## src/hw/rtl/lcs_pkg.sv

```systemverilog
// ----------------------------------------------------------------------------
// LBP code stream package
// Widths, register indexes, queue record and the neighbour comparison function.
// ----------------------------------------------------------------------------
package lcs_pkg;

   localparam int PIX_W         = 8;
   localparam int CODE_W        = 8;
   localparam int ROW_W         = 12;
   localparam int OUT_COL_W     = 10;
   localparam int CFG_WIDTH_W   = 11;
   localparam int CFG_HEIGHT_W  = 13;
   localparam int MAX_HEIGHT    = 4096;
   localparam int DEF_MAX_WIDTH = 1024;
   localparam int RESET_WIDTH   = 128;
   localparam int RESET_HEIGHT  = 128;

   localparam int QUEUE_DEPTH = 4;
   localparam int CNT_W       = $clog2(QUEUE_DEPTH + 1);

   localparam int CSR_IDX_W  = 2;
   localparam int CSR_DATA_W = 13;
   localparam logic [CSR_IDX_W-1:0] REG_IMAGE_WIDTH  = 2'd0;
   localparam logic [CSR_IDX_W-1:0] REG_IMAGE_HEIGHT = 2'd1;

   // Emission slots of one pixel, in output order.
   localparam int EMIT_PREV_ROW_LEFT = 0;  // (r-1, c-1)
   localparam int EMIT_PREV_ROW_END  = 1;  // (r-1, c) at row end
   localparam int EMIT_LAST_ROW_LEFT = 2;  // (r, c-1) on last row
   localparam int EMIT_LAST_ROW_END  = 3;  // (r, c) on last row, frame end
   localparam int EMIT_N             = 4;

   // Neighbour order: up, up-right, right, down-right, down, down-left, left, up-left.
   localparam int DR [8] = '{-1, -1, 0, 1, 1, 1, 0, -1};
   localparam int DC [8] = '{ 0,  1, 1, 1, 0, -1, -1, -1};

   // Window cells: index row*3+col, col 2 newest, row 2 current row.
   typedef logic [8:0][PIX_W-1:0] lcs_win_type;

   typedef struct packed {
      logic up;
      logic down;
      logic left;
      logic right;
   } lcs_side_type;

   typedef struct packed {
      lcs_win_type      win;
      logic [ROW_W-1:0] row;
      logic             last_col;
      logic             last_row;
   } lcs_item_type;

   function automatic logic [CODE_W-1:0] lcs_code(lcs_win_type win, logic [1:0] cr,
                                                  logic [1:0] cc, lcs_side_type side);
      logic [CODE_W-1:0] code;
      int                r;
      int                c;
      logic              skip;
      code = '0;
      for (int i = 0; i < 8; i++) begin
         r    = int'(cr) + DR[i];
         c    = int'(cc) + DC[i];
         skip = (DR[i] < 0 && !side.up) || (DR[i] > 0 && !side.down) ||
                (DC[i] < 0 && !side.left) || (DC[i] > 0 && !side.right) ||
                r < 0 || r > 2 || c < 0 || c > 2;
         if (!skip) begin
            if (win[int'(cr) * 3 + int'(cc)] <= win[r * 3 + c]) begin
               code[7 - i] = 1'b1;
            end
         end
      end
      return code;
   endfunction

endpackage

```

## src/hw/rtl/lcs_queue.sv

```systemverilog
// ----------------------------------------------------------------------------
// LBP pixel queue
// Short FIFO of pixel records between front and back end.
// ----------------------------------------------------------------------------
module lcs_queue #(
   parameter int MAX_WIDTH = lcs_pkg::DEF_MAX_WIDTH
) (
   input  logic                         clock,
   input  logic                         reset,
   input  logic                         push_valid,
   input  lcs_pkg::lcs_item_type        push_item,
   input  logic [$clog2(MAX_WIDTH)-1:0] push_col,
   input  logic                         pop,
   output logic                         head_valid,
   output lcs_pkg::lcs_item_type        head_item,
   output logic [$clog2(MAX_WIDTH)-1:0] head_col,
   output logic [lcs_pkg::CNT_W-1:0]    count
);

   import lcs_pkg::*;

   localparam int COL_W = $clog2(MAX_WIDTH);
   localparam int PTR_W = $clog2(QUEUE_DEPTH);

   lcs_item_type     item_ff [QUEUE_DEPTH];
   logic [COL_W-1:0] col_ff  [QUEUE_DEPTH];
   logic [PTR_W-1:0] wr_ptr_ff, wr_ptr_in;
   logic [PTR_W-1:0] rd_ptr_ff, rd_ptr_in;
   logic [CNT_W-1:0] count_ff, count_in;

   function automatic logic [PTR_W-1:0] bump(logic [PTR_W-1:0] p);
      return (p == PTR_W'(QUEUE_DEPTH - 1)) ? '0 : p + PTR_W'(1);
   endfunction

   always_comb begin
      wr_ptr_in = push_valid ? bump(wr_ptr_ff) : wr_ptr_ff;
      rd_ptr_in = pop ? bump(rd_ptr_ff) : rd_ptr_ff;
      count_in  = count_ff + CNT_W'(push_valid) - CNT_W'(pop);
   end

   always_ff @(posedge clock) begin
      if (reset) begin
         wr_ptr_ff <= '0;
         rd_ptr_ff <= '0;
         count_ff  <= '0;
      end else begin
         wr_ptr_ff <= wr_ptr_in;
         rd_ptr_ff <= rd_ptr_in;
         count_ff  <= count_in;
      end
   end

   always_ff @(posedge clock) begin
      if (push_valid) begin
         item_ff[wr_ptr_ff] <= push_item;
         col_ff[wr_ptr_ff]  <= push_col;
      end
   end

   assign head_valid = count_ff != '0;
   assign head_item  = item_ff[rd_ptr_ff];
   assign head_col   = col_ff[rd_ptr_ff];
   assign count      = count_ff;

endmodule

```

## config.mk

```make
export PLATFORM = sky130hd
export DESIGN_NAME = lcs_queue
export DESIGN_NICKNAME = d
export VERILOG_FILES = /design/src/hw/rtl/lcs_pkg.sv /design/src/hw/rtl/lcs_queue.sv
export SDC_FILE = /design/constraint.sdc
export NUM_CORES = 1
export LEC_CHECK = 0
export BUFFER_PORTS_ARGS = -buffer_cell sky130_fd_sc_hd__buf_2
export CORE_UTILIZATION = 57
export DETAILED_ROUTE_END_ITERATION = 10
export PLACE_DENSITY = 0.76
export SYNTH_ARGS = -nofsm -noshare
export SYNTH_HDL_FRONTEND = slang
export SYNTH_SLANG_ARGS = --single-unit
```

## constraint.sdc

```tcl
create_clock -name clock -period 3.6 [get_ports clock]
set_input_delay 0 -clock clock [delete_from_list [all_inputs] [get_ports clock]]
set_output_delay 0 -clock clock [all_outputs]
set_load 0.1 [all_outputs]
```

==> results by group, run 1 <==
Yosys
  • Cell area after synthesis: 14300 sq um
  • Distinct cells, synth: 20
  • Syn Inst Count: 543
  • Avg Cell Area, Syn: 26.3 sq um
  • Yosys reg bits: 393
  • Yosys warns: 0
  • Sequential share of the synthesized area: 81.9%
  • Synthesized Nets: 651

Critical path
  • Worst Path Arrival: 2610 ps
  • WP data required: 3600 ps
  • R2R Path Start: wr_ptr_ff[0]
  • CP max FO: 34
  • Setup crit start kind: flop
  • WS Path Type: reg2out
  • Setup crit end kind: output pin
  • Register-to-Register Setup Slack: 1560 ps

Clocking
  • CTS Sinks: 393
  • CTS tree: done
  • Post-CTS Setup Bufs: 0
  • Clock tree buffer depth: 3
  • Clock-pin slew on the worst setup and hold paths: 60 ps
  • Num CTS Buffers: 38
  • CTS Root Cell: clkbuf_16
  • Post-CTS Resized: 0
  • Clock Latency Late Sink: 520 ps
  • H-tree Lvls: 2

Routing
  • Vias/cell: 5.60
  • Final WL: 27400 um
  • Initial detailed-routing violation count: 487
  • WL per Instance: 22.5 um
  • Residual DRC: 0
  • Post-route ant nets: 0
  • First drt pass iteration count: 5
  • Vias post-DR: 6838

Die
  • Core box area: 24500 sq um
  • Starting Density: 58.5%
  • # rows: 57
  • Number of top-level pins: 200
  • Die Y: 160 um
  • Die X: 160 um
  • DIE AREA: 25700 sq um

Global route
  • First-pass GRT wire length: 42400 um
  • Vias in the first global route: 7498
  • Initial antenna violation count: 1
  • Overflow after GRT: 0
  • Largest net degree at the start of global routing: 61
  • Total GRT Usage: 22.1%

Min path
  • Hold Startpoint: push_item[1]
  • Worst Hold Class: in2reg

Timing
  • Period Utilization, post-route: 72.5%
  • Slew Limit Headroom: 39.3%
  • Max-slew violation count: 0
  • Final setup violation count: 0
  • Fin crit period: 2610 ps
  • Worst Tran Pin Value: 911 ps
  • RSZ-0062 raised after global routing: no
  • FMAX: 383 MHz
  • Hold Vio Cnt, Final: 0
  • Setup TNS: 0 ps
  • Clock Skews: 11.5 ps

Power
  • Peak supply drop: 0.000611 V
  • Share of power burned in registers: 48.0%
  • Sw Ratio: 28.7%
  • Pwr/cell area: 619 nW/um^2
  • Gate power share: 18.0%
  • P_sw: 3.17 mW
  • Total internal power: 7.89 mW
  • Leak Pwr: 6.12 nW
  • Clk pwr share: 33.9%

Flow run
  • Max cap viols: 0

Place
  • Placed cells: 1054
  • Global placer's final weighted congestion: 0.757
  • IO Port Bufs: 199
  • DP Wirelength: 16100 um

Layout
  • Nets: 977
  • Most common cell after layout, fill and taps aside: edfxtp_1
  • Commonest non-fill, non-tap cells in the layout: edfxtp_1 (384), buf_2 (199), dlygate4sd3_1 (99), mux4_2 (96), clkbuf_16 (39)
  • Finished Layout Cells: 1222
  • Layout cell share with drive strength beyond 1: 40.5%
  • Area Growth Syn to Fin: 25.0%

Status
  • Status: finished, final reports clean
logic make-up (layout without fill, tap and decap cells):
kind of cell | Yosys count | in the layout | synth area share [%]
flops | 393 | 393 | 81.9
fa+ha+maj | 8 | 8 | 0.752
xor+xnor | 1 | 1 | 0.157
other cells | 0 | 1 | 0
mux | 98 | 98 | 15.3
simple gates | 14 | 14 | 0.577
buf+inv | 27 | 381 | 1.29
compound gates | 2 | 2 | 0.0700
repair_timing:
item,CTS,global route
hold buffers,99,0
hold endpoints to repair,393,0
endpoints found under the setup margin,0,0
cell usage after synthesis:
| library cell | n | area share [%] |
|---|---|---|
| buf_6 | 1 | 0.079 |
| buf_2 | 11 | 0.38 |
| and2_1 | 4 | 0.17 |
| ha_1 | 7 | 0.61 |
| or3b_2 | 2 | 0.12 |
| fa_1 | 1 | 0.14 |
| mux4_2 | 96 | 15 |
| nor2b_1 | 1 | 0.044 |
| nor2_1 | 4 | 0.10 |
| mux2i_1 | 2 | 0.14 |
| nand2b_1 | 2 | 0.087 |
| edfxtp_1 | 384 | 81 |
| buf_12 | 1 | 0.14 |
| clkbuf_1 | 5 | 0.13 |
| xnor3_1 | 1 | 0.16 |
| or3_1 | 1 | 0.044 |
| inv_1 | 5 | 0.13 |
| buf_8 | 4 | 0.42 |
| dfxtp_1 | 9 | 1.3 |
| a21oi_1 | 2 | 0.070 |
worst max-delay path, stage by stage (launching register included):
cell	delay (ps)
dfxtp_4	800
buf_12	340
mux4_2	580
buf_2	310
path summary, 6_finish.rpt:
path | to | depth (start not counted)
setup reg to reg | item_ff[0][31] | 4
hold reg to reg | flop | 2
setup / recovery | head_item[29] | 3
hold / removal | item_ff[2][1] | 2
flip-flops by register name, summed over array words and instances, names as in the netlist, named ones only:
register / cells
rd_ptr_ff: 2
count: 3
wr_ptr_ff: 2
item_ff: 344
col_ff: 40
power by group through the flow:
| stage | sequential, mW | combinational [mW] | clock, mW |
|---|---|---|---|
| 2_1_floorplan | 5.45 | 1.52 | 0 |
| 3_3_place_gp | 5.39 | 1.90 | 0 |
| 3_5_place_dp | 5.41 | 1.92 | 0 |
| 4_1_cts | 5.31 | 2.01 | 3.83 |
| 5_1_grt | 5.33 | 2.07 | 4.00 |
| 6_report | 5.31 | 2.00 | 3.75 |
metrics by stage:
| stage | area [sq um] | setup WS [ps] | power [mW] | util [%] | hold slack [ps] |
|---|---|---|---|---|---|
| floorplan | 14300 | 375 | 6.97 | - | 66.7 |
| global placement | 15700 | 1460 | 7.29 | 64.2 | 210 |
| detailed placement | 15700 | 1470 | 7.33 | 64.2 | 216 |
| CTS | 17900 | 923 | 11.1 | 73.1 | 215 |
| global route | 17900 | 836 | 11.4 | 73.1 | 230 |
| finish | 17900 | 989 | 11.1 | 73.1 | 232 |
final cells by class:
| type | count | area [sq um] |
|---|---|---|
| clock buffer | 47 | 1010 |
| tap | 324 | 405 |
| fill | 1376 | 6590 |
| multi-input combinational | 123 | 2410 |
| sequential | 393 | 11700 |
| timing repair buffer | 308 | 2140 |
| clock inverter | 21 | 171 |
| inverter | 5 | 18.8 |
| antenna | 1 | 2.50 |
layer usage:
layer  wire length [um]  global-route usage (%)
met2              13800                    36.8
met1              11100                    29.9
met5                  0                       0
met4                420                    6.02
met3               2050                    5.06
Power figures use the tool's default switching activity.
==> inputs of run 2 (changes only) <==
clock period = 2.7 ns   (was 3.6 ns; I/O delays follow)
==> run 2 against run 1 <==
  * Wire length shrank 0.83%
  * Sequential cell count is the same
  * Clock power grew 41%
  * Largest cell class unchanged
==> results by group, run 2 (same netlist as run 1, synthesis figures left out) <==
Status
  • Status: finished, final reports clean

Critical path
  • CP max FO: 49
  • CP top delay family: buffers and inverters
  • Worst path max stage delay: 590 ps
  • Worst Path Arrival: 2190 ps
  • WS Path Type: reg2out
  • WP data required: 2700 ps
  • Crit path cell chain: buf_12 > mux4_2 > buf_2
  • Setup crit start kind: flop
  • Setup crit end kind: output pin
  • Critical path's slowest cell: mux4_2
  • Crit path buf inv count: 2

Global route
  • Initial antenna violation count: 0
  • First-pass GRT wire length: 42200 um
  • Overflow after GRT: 0
  • Top Usage Layer GRT: met2
  • GR Layer Usage met3: 5.22%
  • Met2 GRT Util: 37.4%
  • Largest net degree at the start of global routing: 70
  • Vias in the first global route: 7500
  • Met1 usage: 28.3%
  • Total GRT Usage: 21.9%

Timing
  • FMAX: 456 MHz
  • Worst Tran Pin Value: 681 ps
  • Period Utilization, post-route: 81.2%
  • Slew Limit Headroom: 54.6%
  • Setup TNS: 0 ps
  • Fin crit period: 2190 ps
  • Final setup violation count: 0
  • Hold Vio Cnt, Final: 0
  • RSZ-0062 raised after global routing: no
  • Clock Skews: 25.3 ps
  • Max-slew violation count: 0

Die
  • DIE AREA: 25700 sq um
  • Number of top-level pins: 200
  • Die X: 160 um
  • Core box area: 24500 sq um
  • # rows: 57
  • Starting Density: 58.5%
  • Die Y: 160 um

Place
  • IO Port Bufs: 199
  • DP Wirelength: 15600 um
  • Global placer's final weighted congestion: 0.725

Routing
  • Vias/cell: 5.62
  • Vias post-DR: 6922
  • Initial detailed-routing violation count: 583
  • Residual DRC: 0
  • Post-route ant nets: 0
  • Final WL: 27200 um
  • First drt pass iteration count: 5
  • WL per Instance: 22.1 um

Layout
  • ANT cells: 0
  • Multi-input logic area: 2410 sq um
  • Most common cell after layout, fill and taps aside: edfxtp_1
  • Layout fillers: 1357
  • Sequential cell area: 11700 sq um
  • Post-layout util: 73.7%
  • Largest register by flop count: item_ff
  • Max reg flops: 344
  • Area Growth Syn to Fin: 26.0%
  • Commonest non-fill, non-tap cells in the layout: edfxtp_1 (384), buf_2 (199), dlygate4sd3_1 (100), mux4_2 (96), clkbuf_16 (39)
  • Layout cell share with drive strength beyond 1: 41.3%
  • Nets: 985

Power
  • Share of power burned in registers: 46.8%
  • Gate power share: 18.0%
  • Sw Ratio: 28.6%
  • P_sw: 4.31 mW
  • Leak Pwr: 6.20 nW
  • Total internal power: 10.7 mW
  • Pwr/cell area: 835 nW/um^2
  • Clk pwr share: 35.2%
  • Total chip power: 15.1 mW
  • Peak supply drop: 0.000786 V

Clocking
  • Clock tree buffer depth: 3
  • Post-CTS Resized: 0
  • Clock Latency Late Sink: 520 ps
  • CTS Sinks: 393
  • Num CTS Buffers: 39
  • H-tree Lvls: 2
  • Clock-pin slew on the worst setup and hold paths: 60 ps
  • CTS Root Cell: clkbuf_16
  • CTS Hold Bufs: 100
  • Post-CTS Setup Bufs: 0
  • CTS tree: done

Flow run
  • Max cap viols: 0

Min path
  • Worst Hold Class: in2reg
==> run 2: changes by cell type in the layout (fill, tap and decap cells not counted) <==
cell,previous run,this run
inv_6,1,3
buf_4,4,9
clkinvlp_4,0,1
clkinv_4,0,1
dlygate4sd3_1,99,100
buf_12,6,7
diode_2,1,0
clkbuf_1,8,7
bufinv_16,3,5
clkinv_1,10,8
==> run 2: path summary, 6_finish.rpt <==
kind                     start              to  slack (ps)  cells after the start
setup / recovery          flop   head_item[16]         510                      3
hold / removal     push_col[8]    col_ff[2][8]         220                      2
hold reg to reg   wr_ptr_ff[0]    wr_ptr_ff[0]         530                      2
setup reg to reg  wr_ptr_ff[1]  item_ff[0][36]         900                      4
==> run 2: power groups by stage <==
stage	combinational [mW]	sequential, mW	clock (mW)
after floorplan	2.03	7.25	0
final	2.71	7.04	5.30
after global routing	2.81	7.06	5.61
after global placement	2.57	7.14	0
after CTS	2.72	7.04	5.38
after detailed placement	2.60	7.16	0
==> run 2: layout make-up <==
class | instances | share of cell area, %
tap | 324 | 2.25
sequential | 393 | 65.0
clock buffer | 46 | 5.56
clock inverter | 25 | 1.43
inverter | 5 | 0.104
timing repair buffer | 315 | 12.2
multi-input combinational | 123 | 13.4
==> run 2: metrics by stage <==
| step | setup WS [ps] | instance area [sq um] | std cells | hold WS (ps) |
|---|---|---|---|---|
| after global placement | 920 | 15800 | 1060 | 210 |
| after floorplan | 431 | 14300 | 543 | 66.7 |
| after global routing | 411 | 18000 | 1231 | 211 |
| final | 507 | 18000 | 1231 | 224 |
| after detailed placement | 867 | 15800 | 1060 | 217 |
| after CTS | 456 | 18000 | 1231 | 194 |
==> run 2: layer usage <==
layer | part of all wire [%] | vias to the layer above
met2 | 52 | 269
li1 | - | 3010
met1 | 40 | 3593
met4 | 2.1 | 0
met3 | 6.7 | 50
met5 | 0 | -
