## config.mk

```make
export PLATFORM = sky130hd
export DESIGN_NAME = lcs_back
export DESIGN_NICKNAME = d
export VERILOG_FILES = /design/src/hw/rtl/lcs_pkg.sv /design/src/hw/rtl/lcs_back.sv
export SDC_FILE = /design/constraint.sdc
export NUM_CORES = 1
export LEC_CHECK = 0
export ABC_CLOCK_PERIOD_IN_PS = 8020
export BUFFER_PORTS_ARGS = -buffer_cell sky130_fd_sc_hd__buf_2
export CAP_MARGIN = 25
export CORE_MARGIN = 5
export CORE_UTILIZATION = 55
export CTS_CLUSTER_DIAMETER = 40
export DETAILED_ROUTE_END_ITERATION = 12
export PLACE_DENSITY = 0.86
export RECOVER_POWER = 50
export SYNTH_ARGS = -nofsm -noshare
export SYNTH_HDL_FRONTEND = slang
export SYNTH_SLANG_ARGS = --single-unit
```

## constraint.sdc

```tcl
create_clock -name clock -period 8.02 [get_ports clock]
set_input_delay 1.203 -clock clock [delete_from_list [all_inputs] [get_ports clock]]
set_output_delay 1.203 -clock clock [all_outputs]
set_load 0.005 [all_outputs]
```

## src/hw/rtl/lcs_pkg.sv

```systemverilog
// ----------------------------------------------------------------------------
// LBP code stream package
// Widths, register indexes, queue record and the neighbour comparison function.
// ----------------------------------------------------------------------------
package lcs_pkg;

   localparam int PIX_W         = 8;
   localparam int CODE_W        = 8;
   localparam int ROW_W         = 12;
   localparam int OUT_COL_W     = 10;
   localparam int CFG_WIDTH_W   = 11;
   localparam int CFG_HEIGHT_W  = 13;
   localparam int MAX_HEIGHT    = 4096;
   localparam int DEF_MAX_WIDTH = 1024;
   localparam int RESET_WIDTH   = 128;
   localparam int RESET_HEIGHT  = 128;

   localparam int QUEUE_DEPTH = 4;
   localparam int CNT_W       = $clog2(QUEUE_DEPTH + 1);

   localparam int CSR_IDX_W  = 2;
   localparam int CSR_DATA_W = 13;
   localparam logic [CSR_IDX_W-1:0] REG_IMAGE_WIDTH  = 2'd0;
   localparam logic [CSR_IDX_W-1:0] REG_IMAGE_HEIGHT = 2'd1;

   // Emission slots of one pixel, in output order.
   localparam int EMIT_PREV_ROW_LEFT = 0;  // (r-1, c-1)
   localparam int EMIT_PREV_ROW_END  = 1;  // (r-1, c) at row end
   localparam int EMIT_LAST_ROW_LEFT = 2;  // (r, c-1) on last row
   localparam int EMIT_LAST_ROW_END  = 3;  // (r, c) on last row, frame end
   localparam int EMIT_N             = 4;

   // Neighbour order: up, up-right, right, down-right, down, down-left, left, up-left.
   localparam int DR [8] = '{-1, -1, 0, 1, 1, 1, 0, -1};
   localparam int DC [8] = '{ 0,  1, 1, 1, 0, -1, -1, -1};

   // Window cells: index row*3+col, col 2 newest, row 2 current row.
   typedef logic [8:0][PIX_W-1:0] lcs_win_type;

   typedef struct packed {
      logic up;
      logic down;
      logic left;
      logic right;
   } lcs_side_type;

   typedef struct packed {
      lcs_win_type      win;
      logic [ROW_W-1:0] row;
      logic             last_col;
      logic             last_row;
   } lcs_item_type;

   function automatic logic [CODE_W-1:0] lcs_code(lcs_win_type win, logic [1:0] cr,
                                                  logic [1:0] cc, lcs_side_type side);
      logic [CODE_W-1:0] code;
      int                r;
      int                c;
      logic              skip;
      code = '0;
      for (int i = 0; i < 8; i++) begin
         r    = int'(cr) + DR[i];
         c    = int'(cc) + DC[i];
         skip = (DR[i] < 0 && !side.up) || (DR[i] > 0 && !side.down) ||
                (DC[i] < 0 && !side.left) || (DC[i] > 0 && !side.right) ||
                r < 0 || r > 2 || c < 0 || c > 2;
         if (!skip) begin
            if (win[int'(cr) * 3 + int'(cc)] <= win[r * 3 + c]) begin
               code[7 - i] = 1'b1;
            end
         end
      end
      return code;
   endfunction

endpackage

```

## src/hw/rtl/lcs_back.sv

```systemverilog
// ----------------------------------------------------------------------------
// LBP back end
// Walks the emission slots of the head record into the output register, one
// code per cycle while the output is not stalled.
// ----------------------------------------------------------------------------
module lcs_back #(
   parameter int MAX_WIDTH = lcs_pkg::DEF_MAX_WIDTH
) (
   input  logic                          clock,
   input  logic                          reset,
   input  logic                          head_valid,
   input  lcs_pkg::lcs_item_type         head_item,
   input  logic [$clog2(MAX_WIDTH)-1:0]  head_col,
   output logic                          pop,
   output logic                          rsp_valid,
   input  logic                          rsp_ready,
   output logic [lcs_pkg::CODE_W-1:0]    rsp_lbp_code,
   output logic [lcs_pkg::OUT_COL_W-1:0] rsp_out_col,
   output logic [lcs_pkg::ROW_W-1:0]     rsp_out_row,
   output logic                          rsp_last_of_frame
);

   import lcs_pkg::*;

   localparam int COL_W = $clog2(MAX_WIDTH);

   logic                  started_ff, started_in;
   logic [EMIT_N-1:0]     rem_ff, rem_in;
   logic                  rsp_valid_ff, rsp_valid_in;
   logic [CODE_W-1:0]     code_ff;
   logic [COL_W-1:0]      col_ff;
   logic [ROW_W-1:0]      row_ff;
   logic                  last_ff;

   logic [EMIT_N-1:0]     head_mask;
   logic [EMIT_N-1:0]     mask_cur;
   logic [EMIT_N-1:0]     sel;
   logic [EMIT_N-1:0]     rem_next;
   logic                  out_free;
   logic                  load;
   logic                  row_nz;
   logic                  col_nz;
   logic [1:0]            cr;
   logic [1:0]            cc;
   lcs_side_type          side;
   logic [CODE_W-1:0]     code;
   logic [COL_W-1:0]      emit_col;
   logic [ROW_W-1:0]      emit_row;

   assign row_nz = head_item.row != '0;
   assign col_nz = head_col != '0;

   always_comb begin
      head_mask[EMIT_PREV_ROW_LEFT] = row_nz && col_nz;
      head_mask[EMIT_PREV_ROW_END]  = row_nz && head_item.last_col;
      head_mask[EMIT_LAST_ROW_LEFT] = head_item.last_row && col_nz;
      head_mask[EMIT_LAST_ROW_END]  = head_item.last_row && head_item.last_col;
   end

   assign mask_cur = started_ff ? rem_ff : head_mask;
   assign sel      = mask_cur & (~mask_cur + EMIT_N'(1));
   assign rem_next = mask_cur & ~sel;
   assign out_free = !rsp_valid_ff || rsp_ready;
   assign load     = head_valid && (mask_cur != '0) && out_free;
   // Drop records with nothing to emit, retire the rest after their last slot.
   assign pop      = head_valid && ((mask_cur == '0) || (out_free && rem_next == '0));

   always_comb begin
      cr = (sel[EMIT_LAST_ROW_LEFT] || sel[EMIT_LAST_ROW_END]) ? 2'd2 : 2'd1;
      cc = (sel[EMIT_PREV_ROW_END] || sel[EMIT_LAST_ROW_END]) ? 2'd2 : 2'd1;
      side.up    = (cr == 2'd2) ? row_nz : (head_item.row >= ROW_W'(2));
      side.down  = cr == 2'd1;
      side.left  = (cc == 2'd2) ? col_nz : (head_col >= COL_W'(2));
      side.right = cc == 2'd1;
      code       = lcs_code(head_item.win, cr, cc, side);
      emit_col   = (cc == 2'd1) ? head_col - COL_W'(1) : head_col;
      emit_row   = (cr == 2'd1) ? head_item.row - ROW_W'(1) : head_item.row;
   end

   always_comb begin
      started_in = started_ff;
      rem_in     = rem_ff;
      if (pop) begin
         started_in = 1'b0;
      end else if (load) begin
         started_in = 1'b1;
         rem_in     = rem_next;
      end
      rsp_valid_in = load ? 1'b1 : (rsp_ready ? 1'b0 : rsp_valid_ff);
   end

   always_ff @(posedge clock) begin
      if (reset) begin
         started_ff   <= 1'b0;
         rem_ff       <= '0;
         rsp_valid_ff <= 1'b0;
      end else begin
         started_ff   <= started_in;
         rem_ff       <= rem_in;
         rsp_valid_ff <= rsp_valid_in;
      end
   end

   always_ff @(posedge clock) begin
      if (load) begin
         code_ff <= code;
         col_ff  <= emit_col;
         row_ff  <= emit_row;
         last_ff <= sel[EMIT_LAST_ROW_END];
      end
   end

   assign rsp_valid         = rsp_valid_ff;
   assign rsp_lbp_code      = code_ff;
   assign rsp_out_col       = OUT_COL_W'(col_ff);
   assign rsp_out_row       = row_ff;
   assign rsp_last_of_frame = last_ff;

endmodule

```

==> summary by stage, run 1 <==
Outcome
The run finished, with violations left. The final reports fail on max-capacitance violations, max-slew violations.

Timing
The tightest slew margin relative to the limit is -0.248. For the pin with the worst max-slew slack, the measured transition is 1.87 ns. The time the final worst path needs with I/O delays and setup is 6.79 ns. The number of endpoints with negative hold slack in the final report was 0. Setup repair after global routing left no endpoint under its margin. The clock arrives with 0.00426 ns of skew.

Across all setup checks in the final design, the least slack found is 1.23 ns. The final total negative setup slack is 0 ns. Of the available clock period, the critical path in the final layout requires 0.847. The count of endpoints failing setup in the final report is 0. The maximum clock frequency is 147 MHz. The worst-case hold slack is 0.483 ns. The count of pins over their slew limit is 33.

Place
The placed wire-length estimate is 14000 um. The final weighted congestion in routability-driven placement is 1.00. The number of input and output port buffers inserted is 132.

The post-placement worst setup slack is 1.37 ns.

Global route
For this run, the total global-route usage over all layers was measured as 0.273. The first global-routing pass estimated 28400 um of wire. The initial antenna violation count was 0.

After global routing the overflow that remains totals 0. The maximum number of pins on one net before global-route repair is 33. The number of global-route vias before repair is 5585.

Clock tree
Clock-pin slew was measured on the worst setup and hold paths at 0.08 ns. The tree is rooted in a sky130_fd_sc_hd__clkbuf_8. Counting the buffers created by CTS gives 5.

The later-pin clock latency in the skew report is 0.30 ns. The number of buffers added for setup after CTS is 0. The hold-fix buffer count after cts is 0. The number of clock sinks is 36. The CTS H-tree depth is 2. The deepest clock path buffer count is 2. TritonCTS built the clock tree. The post-cts repair resize count is 0.

Yosys
Counting flops with an async set or reset pin after synthesis yields a share of 0. After synthesis, the netlist uses 66 different library cells. The synthesized netlist occupies a cell area of 5920 um2. After synthesis, the largest family of logic cells by area is multiplexers. Of the total synthesized cell area, the portion taken by full adders, half adders and majority gates is 0.154.

The post-synthesis compound-gate area fraction is 0.131. The number of warnings printed during yosys synthesis is 0. In this run the mean area of a mapped cell was 10.7 um2. The synthesized design contains 31 enable-type register cells. Of the total synthesized cell area, the portion taken by AND, OR, NAND and NOR gates is 0.155. The sequential share of the synthesized area is 0.174.

Of the total synthesized cell area, the portion taken by XOR and XNOR cells is 0.0281. The primary flip-flop cell chosen by synthesis mapping is sky130_fd_sc_hd__edfxtp_1. Synthesis produced a netlist whose cell count is 555. The fraction of synthesized area in multiplexers is 0.327. Synthesis inferred 36 register bits. Synthesis produced a netlist with a net count of 727.

Critical path
The critical path is of the input port to flip-flop type. For the worst setup path, the data arrival time is 6.89 ns. Measured in cells, the most critical reg-to-reg path has a length of 16. STA classifies the critical path startpoint as an input port. The peak fanout along the critical path is 31. The worst endpoint required time is 8.12 ns. The startpoint of the most critical register-to-register path is started_ff$_SDFFE_PP0P_. The internal reg-to-reg setup slack is 2.16 ns.

The endpoint of the worst register-to-register path is rsp_lbp_code[2]$_SDFFCE_PP0P_. The kind of end point of the critical path is a flip-flop.

Power and ir drop
For this design the ratio of total power to cell area is 153 nW/um2. The power share of the sequential group is 0.239. The switching share of total power is 0.426. The peak ir drop on the vdd network is 77.1 uV. The leakage power total is 2.87 nW. The part of the total power dissipated in the clock network is 0.130.

The combinational fraction of design power is 0.631. The net switching power of the design is 0.000437 W. The internal power contribution is 0.000588 W.

Finish
The register area is 1030 um2. The count of fill cells added during filler insertion is 820. The number of nets at the end of the flow is 849. The total inserted antenna cells is 0. The fraction of final layout cells with drive strength greater than 1 is 0.313. The area of the multi-input gates is 4680 um2.

Compared with the post-synthesis result, the final layout area differs by 13.5%.

Route
The total wirelength of the detailed-routed design is 17500 um. Detailed routing inserted a total of 5540 vias. The routed length per placed instance is 21.5 um. After detailed routing, the number of remaining DRC violations is 0. The initial detailed-routing violation count is 540. The count of nets left with antenna violations once routing finished came out at 0. The detailed router put a total of 6920 um of wire on met1. The detailed-routed wire length on met3 is 1670 um.

The length of routed met2 wiring is 8340 um. The per-cell via count in the routed design is 6.81. The highest metal layer with signal wires is met4. The first detailed-routing pass ran for 5 iterations.

Floorplan
After floorplanning, the core was divided into 37 placement rows. The I/O pin count is 133. In this run the vertical extent of the chip is 114 um. The core region area is 10400 um2. The die boundary width is 114 um. The die outline area is 12900 um2. The initial utilization of the core area, before any placement, comes to 0.569.

Job
Max-cap violations in this run came to 1.

Min path
The path class of the tightest hold or removal check is flip-flop to flip-flop. The startpoint of the most critical hold path is rem_ff[3]$_SDFFE_PP0P_. The terminating pin of the worst hold path is rem_ff[3]$_SDFFE_PP0P_. The worst hold path passes through 2 cells.
==> per-stage QoR <==
step                       util  cell area, um2  power [W]  cells
final                     0.645            6720    0.00103    814
after global routing      0.645            6720    0.00110    814
after CTS                 0.651            6780    0.00102    814
after detailed placement  0.643            6700   0.000886    806
after global placement    0.643            6700   0.000856    806
after floorplan               -            5920   0.000686    555
==> flip-flops by register name (all words and copies together), names as in the netlist <==
register and count:
rsp_last_of_frame 1, started_ff 1, rsp_out_col 10, rem_ff 3
rsp_valid 1, rsp_lbp_code 8, rsp_out_row 12
==> how the worst max path moves through the flow <==
stage / from / to / slack (ns) / cells past startpoint
finish: head_item[2] / rsp_lbp_code[2]$_SDFFCE_PP0P_ / 1.23 / 19
global route: head_item[2] / rsp_lbp_code[2]$_SDFFCE_PP0P_ / 0.68 / 19
CTS: head_col[8] / rsp_lbp_code[5]$_SDFFCE_PP0P_ / 1.68 / 20
detailed placement: head_col[8] / rsp_lbp_code[5]$_SDFFCE_PP0P_ / 1.37 / 20
global placement: head_col[5] / rsp_lbp_code[2]$_SDFFCE_PP0P_ / 1.52 / 18
floorplan: head_col[5] / rsp_lbp_code[5]$_SDFFCE_PP0P_ / 1.89 / 21
==> layout by cell type (no fill, tap or decap), types with 22 or more instances in the layout <==
master,n
sky130_fd_sc_hd__mux4_2,58
sky130_fd_sc_hd__nand2_1,34
sky130_fd_sc_hd__buf_2,114
sky130_fd_sc_hd__o21ai_0,22
sky130_fd_sc_hd__nand3_1,24
sky130_fd_sc_hd__nor2_1,24
sky130_fd_sc_hd__ha_1,71
sky130_fd_sc_hd__a21oi_1,38
sky130_fd_sc_hd__edfxtp_1,31
sky130_fd_sc_hd__mux2i_1,44
==> power by group through the flow <==
stage	Clock (W)	Combinational (W)	Sequential (W)
after floorplan	0	0.000437	0.000248
after global placement	0	0.000608	0.000248
after detailed placement	0	0.000637	0.000249
after CTS	0.000134	0.000641	0.000245
after global routing	0.000145	0.000711	0.000248
final	0.000133	0.000647	0.000245
==> cell type report <==
class / instances / area share
multi-input combinational: 480 / 0.696
sequential: 36 / 0.153
timing repair buffer: 143 / 0.107
tap: 136 / 0.0253
clock buffer: 5 / 0.0102
inverter: 11 / 0.00614
clock inverter: 3 / 0.00279
==> kinds of logic after synthesis <==
logic type / Yosys count
buffers and inverters: 39
adders and majority gates: 73
AOI/OAI and AO/OA: 111
muxes: 113
xor gates and xnor gates: 19
DFF: 36
and+or+nand+nor: 164
==> synth_stat cells (12+ instances only) <==
cell type                  instances  area (um2)
sky130_fd_sc_hd__edfxtp_1         31         931
sky130_fd_sc_hd__ha_1             72         901
sky130_fd_sc_hd__mux2i_1          44         440
sky130_fd_sc_hd__nor2b_1          17         106
sky130_fd_sc_hd__clkbuf_1         13        48.8
sky130_fd_sc_hd__xor2_1           12         105
sky130_fd_sc_hd__nand2_1          34         128
sky130_fd_sc_hd__mux4_2           58        1310
sky130_fd_sc_hd__a21oi_1          38         190
sky130_fd_sc_hd__nor2_1           24        90.1
sky130_fd_sc_hd__o21ai_0          22         110
sky130_fd_sc_hd__nand3_1          22         110
==> worst max-delay path: stages <==
cell and delay, ns:
sky130_fd_sc_hd__clkbuf_1 0.16, sky130_fd_sc_hd__inv_1 0.11, sky130_fd_sc_hd__ha_1 0.26, sky130_fd_sc_hd__a41oi_1 0.46
sky130_fd_sc_hd__a22oi_1 0.34, sky130_fd_sc_hd__a21bo_2 0.58, sky130_fd_sc_hd__inv_1 0.12, sky130_fd_sc_hd__ha_2 0.89
sky130_fd_sc_hd__mux4_2 0.39, sky130_fd_sc_hd__mux2i_1 0.12, sky130_fd_sc_hd__o21ai_0 0.84, sky130_fd_sc_hd__ha_1 0.39
sky130_fd_sc_hd__nor2b_1 0.13, sky130_fd_sc_hd__o21a_1 0.16, sky130_fd_sc_hd__o21ai_0 0.14, sky130_fd_sc_hd__nand2b_1 0.08
sky130_fd_sc_hd__a21oi_1 0.13, sky130_fd_sc_hd__o21ai_0 0.08, sky130_fd_sc_hd__a211oi_1 0.29
==> layer usage <==
layer  track usage  up-vias
li1              -     2471
met1         0.363     2664
met2         0.448      349
met3        0.0440       56
met4         0.105        0
met5             0        -
Note: power is estimated with default switching activity, not from simulation.
==> run 2: changes to the inputs <==
Settings changed: ABC_AREA set to 1, ABC_CLOCK_PERIOD_IN_PS 8020 to 5770, CORE_UTILIZATION 55 to 51, PLACE_DENSITY 0.86 to 0.84.
Clock period 8.02 ns to 5.77 ns, I/O delays scaled along.
==> run 2 against run 1 <==
Against the previous run:
- the flow still finishes with violations (max-capacitance violations, max-slew violations)
- die area up 6.0%
- sequential share of layout area down 0.20 points
- combinational power up 93%
- clock skew about the same
- setup slack worse by 0.80 ns
- sequential cell count unchanged
- synthesized area down 1.2%
- hold slack worse by 0.019 ns
- critical path depth up 5
- cell count up 48%
- register-to-register slack worse by 1.0 ns
- highest routed layer unchanged
- critical path type unchanged
- largest power group unchanged
- count of clock-buffer cells in the layout unchanged
==> summary by stage, run 2 <==
Floorplan
The initial core utilization is 0.517 (-0.0516). The die outline area is 13700 um2 (+6.0%). The die boundary width is 117 um (+2.9%).

The vertical die dimension was 117 um (+2.9%). The number of rows created at floorplan came to 39 (+5.4%). The core region area came to 11300 um2 (+8.7%). The I/O pin count is 133 (unchanged).

Yosys
In the synthesized netlist the dominant register cell turns out to be sky130_fd_sc_hd__edfxtp_1. The synthesized instance count is 943 (+70%). The total nets after synthesis came to 1115 (+53%). The most common cell in the netlist is sky130_fd_sc_hd__nand2_1. The per-instance average area after synthesis is 6.21 um2 (-42%). The number of storage elements in the synthesis netlist was 36 (unchanged). Sorting the synthesized cells by how often they occur yields sky130_fd_sc_hd__nand2_1 (250), sky130_fd_sc_hd__o21ai_0 (169), sky130_fd_sc_hd__inv_1 (112).

The number of warnings printed during yosys synthesis came to 0 (unchanged). The share of flip-flops with an asynchronous set or reset is 0 (unchanged). Yosys attributes the largest share of cell area to sky130_fd_sc_hd__nand2_1 (16%), sky130_fd_sc_hd__edfxtp_1 (16%), sky130_fd_sc_hd__ha_1 (15%), sky130_fd_sc_hd__o21ai_0 (14%), sky130_fd_sc_hd__inv_1 (7.2%).

The area share of the largest cell type after synthesis is 0.160 (-0.0602). The number of flops mapped to enable cells by yosys is 31 (unchanged). The distinct cell type count of the synthesized netlist is 49 (-26%). The netlist area before placement was 5850 um2 (-1.2%). The sequential share of the synthesized area came to 0.176 (+0.00208).

The biggest area contributor in the post-synthesis netlist is sky130_fd_sc_hd__nand2_1.

Global route
The all-layer global routing usage came to 0.279 (+0.00572). The global-route wire length before repair is 30400 um (+7.2%). The number of global-route vias before repair is 6314 (+13%). The total congestion overflow is 0 (unchanged). The maximum number of pins on one net before global-route repair is 57 (+73%). The initial antenna violation count is 0 (unchanged).

Critical path
The type of element launching the critical path is an input port. The cell count of the worst reg-to-reg path came to 15 (-1). The cell with the biggest individual delay on the critical path is sky130_fd_sc_hd__a21oi_1.

The endpoint of the worst register-to-register path is rsp_lbp_code[6]$_SDFFCE_PP0P_. The sum of buffers and inverters on the critical path is 4 (+1). The kind of end point of the critical path is a flip-flop. The peak fanout along the critical path is 56 (+81%). The worst endpoint required time is 5.88 ns (-2.24 ns). The largest stage delay on the critical path was 0.86 ns (-0.03 ns). The critical path arrival is 5.44 ns (-1.45 ns).

The startpoint of the most critical register-to-register path is started_ff$_SDFFE_PP0P_. The type of the worst setup path is input port to flip-flop. The internal reg-to-reg setup slack came to 1.14 ns (-1.02 ns). Traced cell by cell, the critical path runs through clkbuf_1 -> inv_1 -> ha_1 -> nand2_1 -> nor2_1 -> nand2_4 -> nand3_4 -> nand3_1 -> nor2_1 -> nand2_2 -> nand2_4 -> inv_1 -> ha_1 -> buf_12 -> o21ai_0 -> nand2_1 -> o21ai_0 -> o21ai_0 -> a21oi_1 -> ha_1 -> a21oi_1 -> o221a_2 -> nor2_1 -> nor3_1. The kind of cell adding the most delay to the critical path is compound AO/OA/AOI/OAI gates.

Route
The initial detailed-routing violation count is 895 (+66%). The via count of the routed design is 6877 (+24%). The total wirelength of the detailed-routed design is 19400 um (+11%). The routed length per placed instance was 16.0 um (-25%). The first-pass iteration count of the detailed router is 7 (+2).

The per-cell via count in the routed design is 5.70 (-16%). The DRC violation count after routing is 0 (unchanged). The remaining number of nets flagged by the antenna check after routing is 0 (unchanged).

Clock tree
The post-cts repair resize count is 0 (unchanged). The total clock buffers created by CTS is 5 (unchanged). TritonCTS built the clock tree. The later-pin clock latency in the skew report is 0.28 ns (-0.02 ns). The clock edge transition at the registers on the reported setup and hold paths is 0.06 ns (-0.02 ns).

The hold-fix buffer count after cts came to 0 (unchanged). The number of clock sinks is 36 (unchanged). The number of buffers added for setup after CTS came to 0 (unchanged). The deepest clock path buffer count is 2 (unchanged). The CTS H-tree depth is 2 (unchanged). The cell sitting at the root of the clock tree is a sky130_fd_sc_hd__clkbuf_16.

Power and ir drop
The leakage power total is 3.48 nW (+21%). The ratio of total power to cell area is 281 nW/um2 (+84%). The peak ir drop on the vdd network is 210 uV (+170%).

Timing
Setup repair after global routing left no endpoint under its margin. The share of the clock period used by the worst path is 0.925. The worst-case hold slack is 0.464 ns (-0.0194 ns). The tightest slew margin relative to the limit came to -0.130 (+0.119). The time the final worst path needs with I/O delays and setup is 5.34 ns. The final total negative setup slack is 0 ns (unchanged). The count of pins over their slew limit is 32 (-3.0%). The count of endpoints failing setup in the final report is 0 (unchanged).

The final setup skew came to 0.00398 ns (-0.000272 ns). The actual transition at the worst max-transition pin is 1.69 ns (-0.178 ns). The number of endpoints with negative hold slack in the final report is 0 (unchanged). Static timing analysis puts the maximum clock frequency at 187 MHz.

Min path
The terminating pin of the worst hold path is rem_ff[3]$_SDFFE_PP0P_. The instance count along the most critical hold path is 2 (unchanged). The worst hold-check path type is flip-flop to flip-flop.

The startpoint of the most critical hold path is rem_ff[3]$_SDFFE_PP0P_.

Finish
The top cell types in the final layout, fill and taps aside, are sky130_fd_sc_hd__nand2_1 (252), sky130_fd_sc_hd__o21ai_0 (170), sky130_fd_sc_hd__inv_1 (114). The count of fill cells added during filler insertion came to 1118 (+36%). The fraction of final layout cells with drive strength greater than 1 is 0.152 (-0.160). The most common cell after layout, fill and taps aside is sky130_fd_sc_hd__nand2_1. From synthesis to final layout, the design area changed by 16.4%. The total inserted antenna cells is 0 (unchanged). The number of flip-flops under the largest register name is 12 (unchanged). The number of nets at the end of the flow is 1235 (+45%).

Place
The placed wire-length estimate came to 15700 um (+13%). The final weighted congestion in routability-driven placement is 1.01 (+0.80%). The number of input and output port buffers inserted is 132 (unchanged).

Outcome
The checks that failed: max-capacitance violations, max-slew violations. The flow ran to the end, but the final reports show violations.

Job
The number of max-cap violations came to 1 (unchanged).
==> run 2: cell count changes after synthesis, moves of 6 or more <==
cell	delta
sky130_fd_sc_hd__nand2_1	+216
sky130_fd_sc_hd__o21ai_0	+147
sky130_fd_sc_hd__inv_1	+103
sky130_fd_sc_hd__nor2_1	+59
sky130_fd_sc_hd__mux4_2	-58
sky130_fd_sc_hd__mux2i_1	-31
sky130_fd_sc_hd__nor2b_1	-17
sky130_fd_sc_hd__a21o_1	-10
sky130_fd_sc_hd__and3_1	-9
sky130_fd_sc_hd__clkbuf_1	+9
sky130_fd_sc_hd__nand2b_1	-9
sky130_fd_sc_hd__mux2_2	-6
sky130_fd_sc_hd__nand2_2	+6
sky130_fd_sc_hd__nor3b_1	-6
==> run 2: report_power, final <==
part           switching [W]  leakage [nW]  internal [W]
Sequential         0.0000131         0.340      0.000339
Combinational       0.000785          3.06      0.000464
Clock               0.000111        0.0798      0.000203
==> run 2: area by class of cell <==
| class | instances | area [um2] | share of cell area |
|---|---|---|---|
| Sequential cell | 36 | 1030 | 0.151 |
| Timing Repair Buffer | 150 | 790 | 0.116 |
| Inverter | 118 | 443 | 0.0650 |
| Clock buffer | 5 | 125 | 0.0184 |
| Clock inverter | 3 | 42.5 | 0.00624 |
| Multi-Input combinational cell | 752 | 4200 | 0.617 |
| Tap cell | 143 | 179 | 0.0263 |
==> run 2: worst max path at each step <==
stage	endpoint	start	cells after the start	slack, ns
floorplan	rsp_lbp_code[0]$_SDFFCE_PP0P_	head_item[2]	25	0.88
global placement	rsp_lbp_code[1]$_SDFFCE_PP0P_	head_item[2]	25	0.44
detailed placement	rsp_lbp_code[6]$_SDFFCE_PP0P_	head_item[2]	24	0.32
CTS	rsp_lbp_code[4]$_SDFFCE_PP0P_	head_item[2]	25	0.60
global route	rsp_lbp_code[6]$_SDFFCE_PP0P_	head_item[2]	26	0.16
finish	rsp_lbp_code[6]$_SDFFCE_PP0P_	head_item[2]	24	0.43
==> run 2: through the flow <==
| step | power [W] | cells | util | worst slack, ns | instance area [um2] |
|---|---|---|---|---|---|
| detailed placement | 0.00158 | 1199 | 0.592 | 0.315 | 6710 |
| finish | 0.00191 | 1207 | 0.602 | 0.433 | 6810 |
| global route | 0.00210 | 1207 | 0.602 | 0.158 | 6810 |
| global placement | 0.00155 | 1199 | 0.592 | 0.438 | 6710 |
| CTS | 0.00190 | 1207 | 0.607 | 0.602 | 6870 |
| floorplan | 0.00122 | 943 | - | 0.879 | 5850 |
==> run 2: kinds of logic after synthesis <==
logic type / Yosys count / share of synthesized area
and+or+nand+nor: 408 / 0.300
AOI/OAI and AO/OA: 247 / 0.227
buffers and inverters: 155 / 0.103
adders and majority gates: 72 / 0.154
DFF: 36 / 0.176
muxes: 13 / 0.0222
xor gates and xnor gates: 12 / 0.0180
==> run 2: tightest hold or removal path: cells and delay by family, from the launching register on <==
kind	cells	cell delay, ns
flops	1	0.31
compound gates	1	0.05
simple gates	1	0.06
==> run 2: metal layers <==
layer	up-vias	wire length (um)	GRT usage
met4	0	1050	0.141
met5	-	0	0
li1	3403	-	-
met1	2939	8070	0.366
met3	89	2050	0.0391
met2	446	8200	0.446
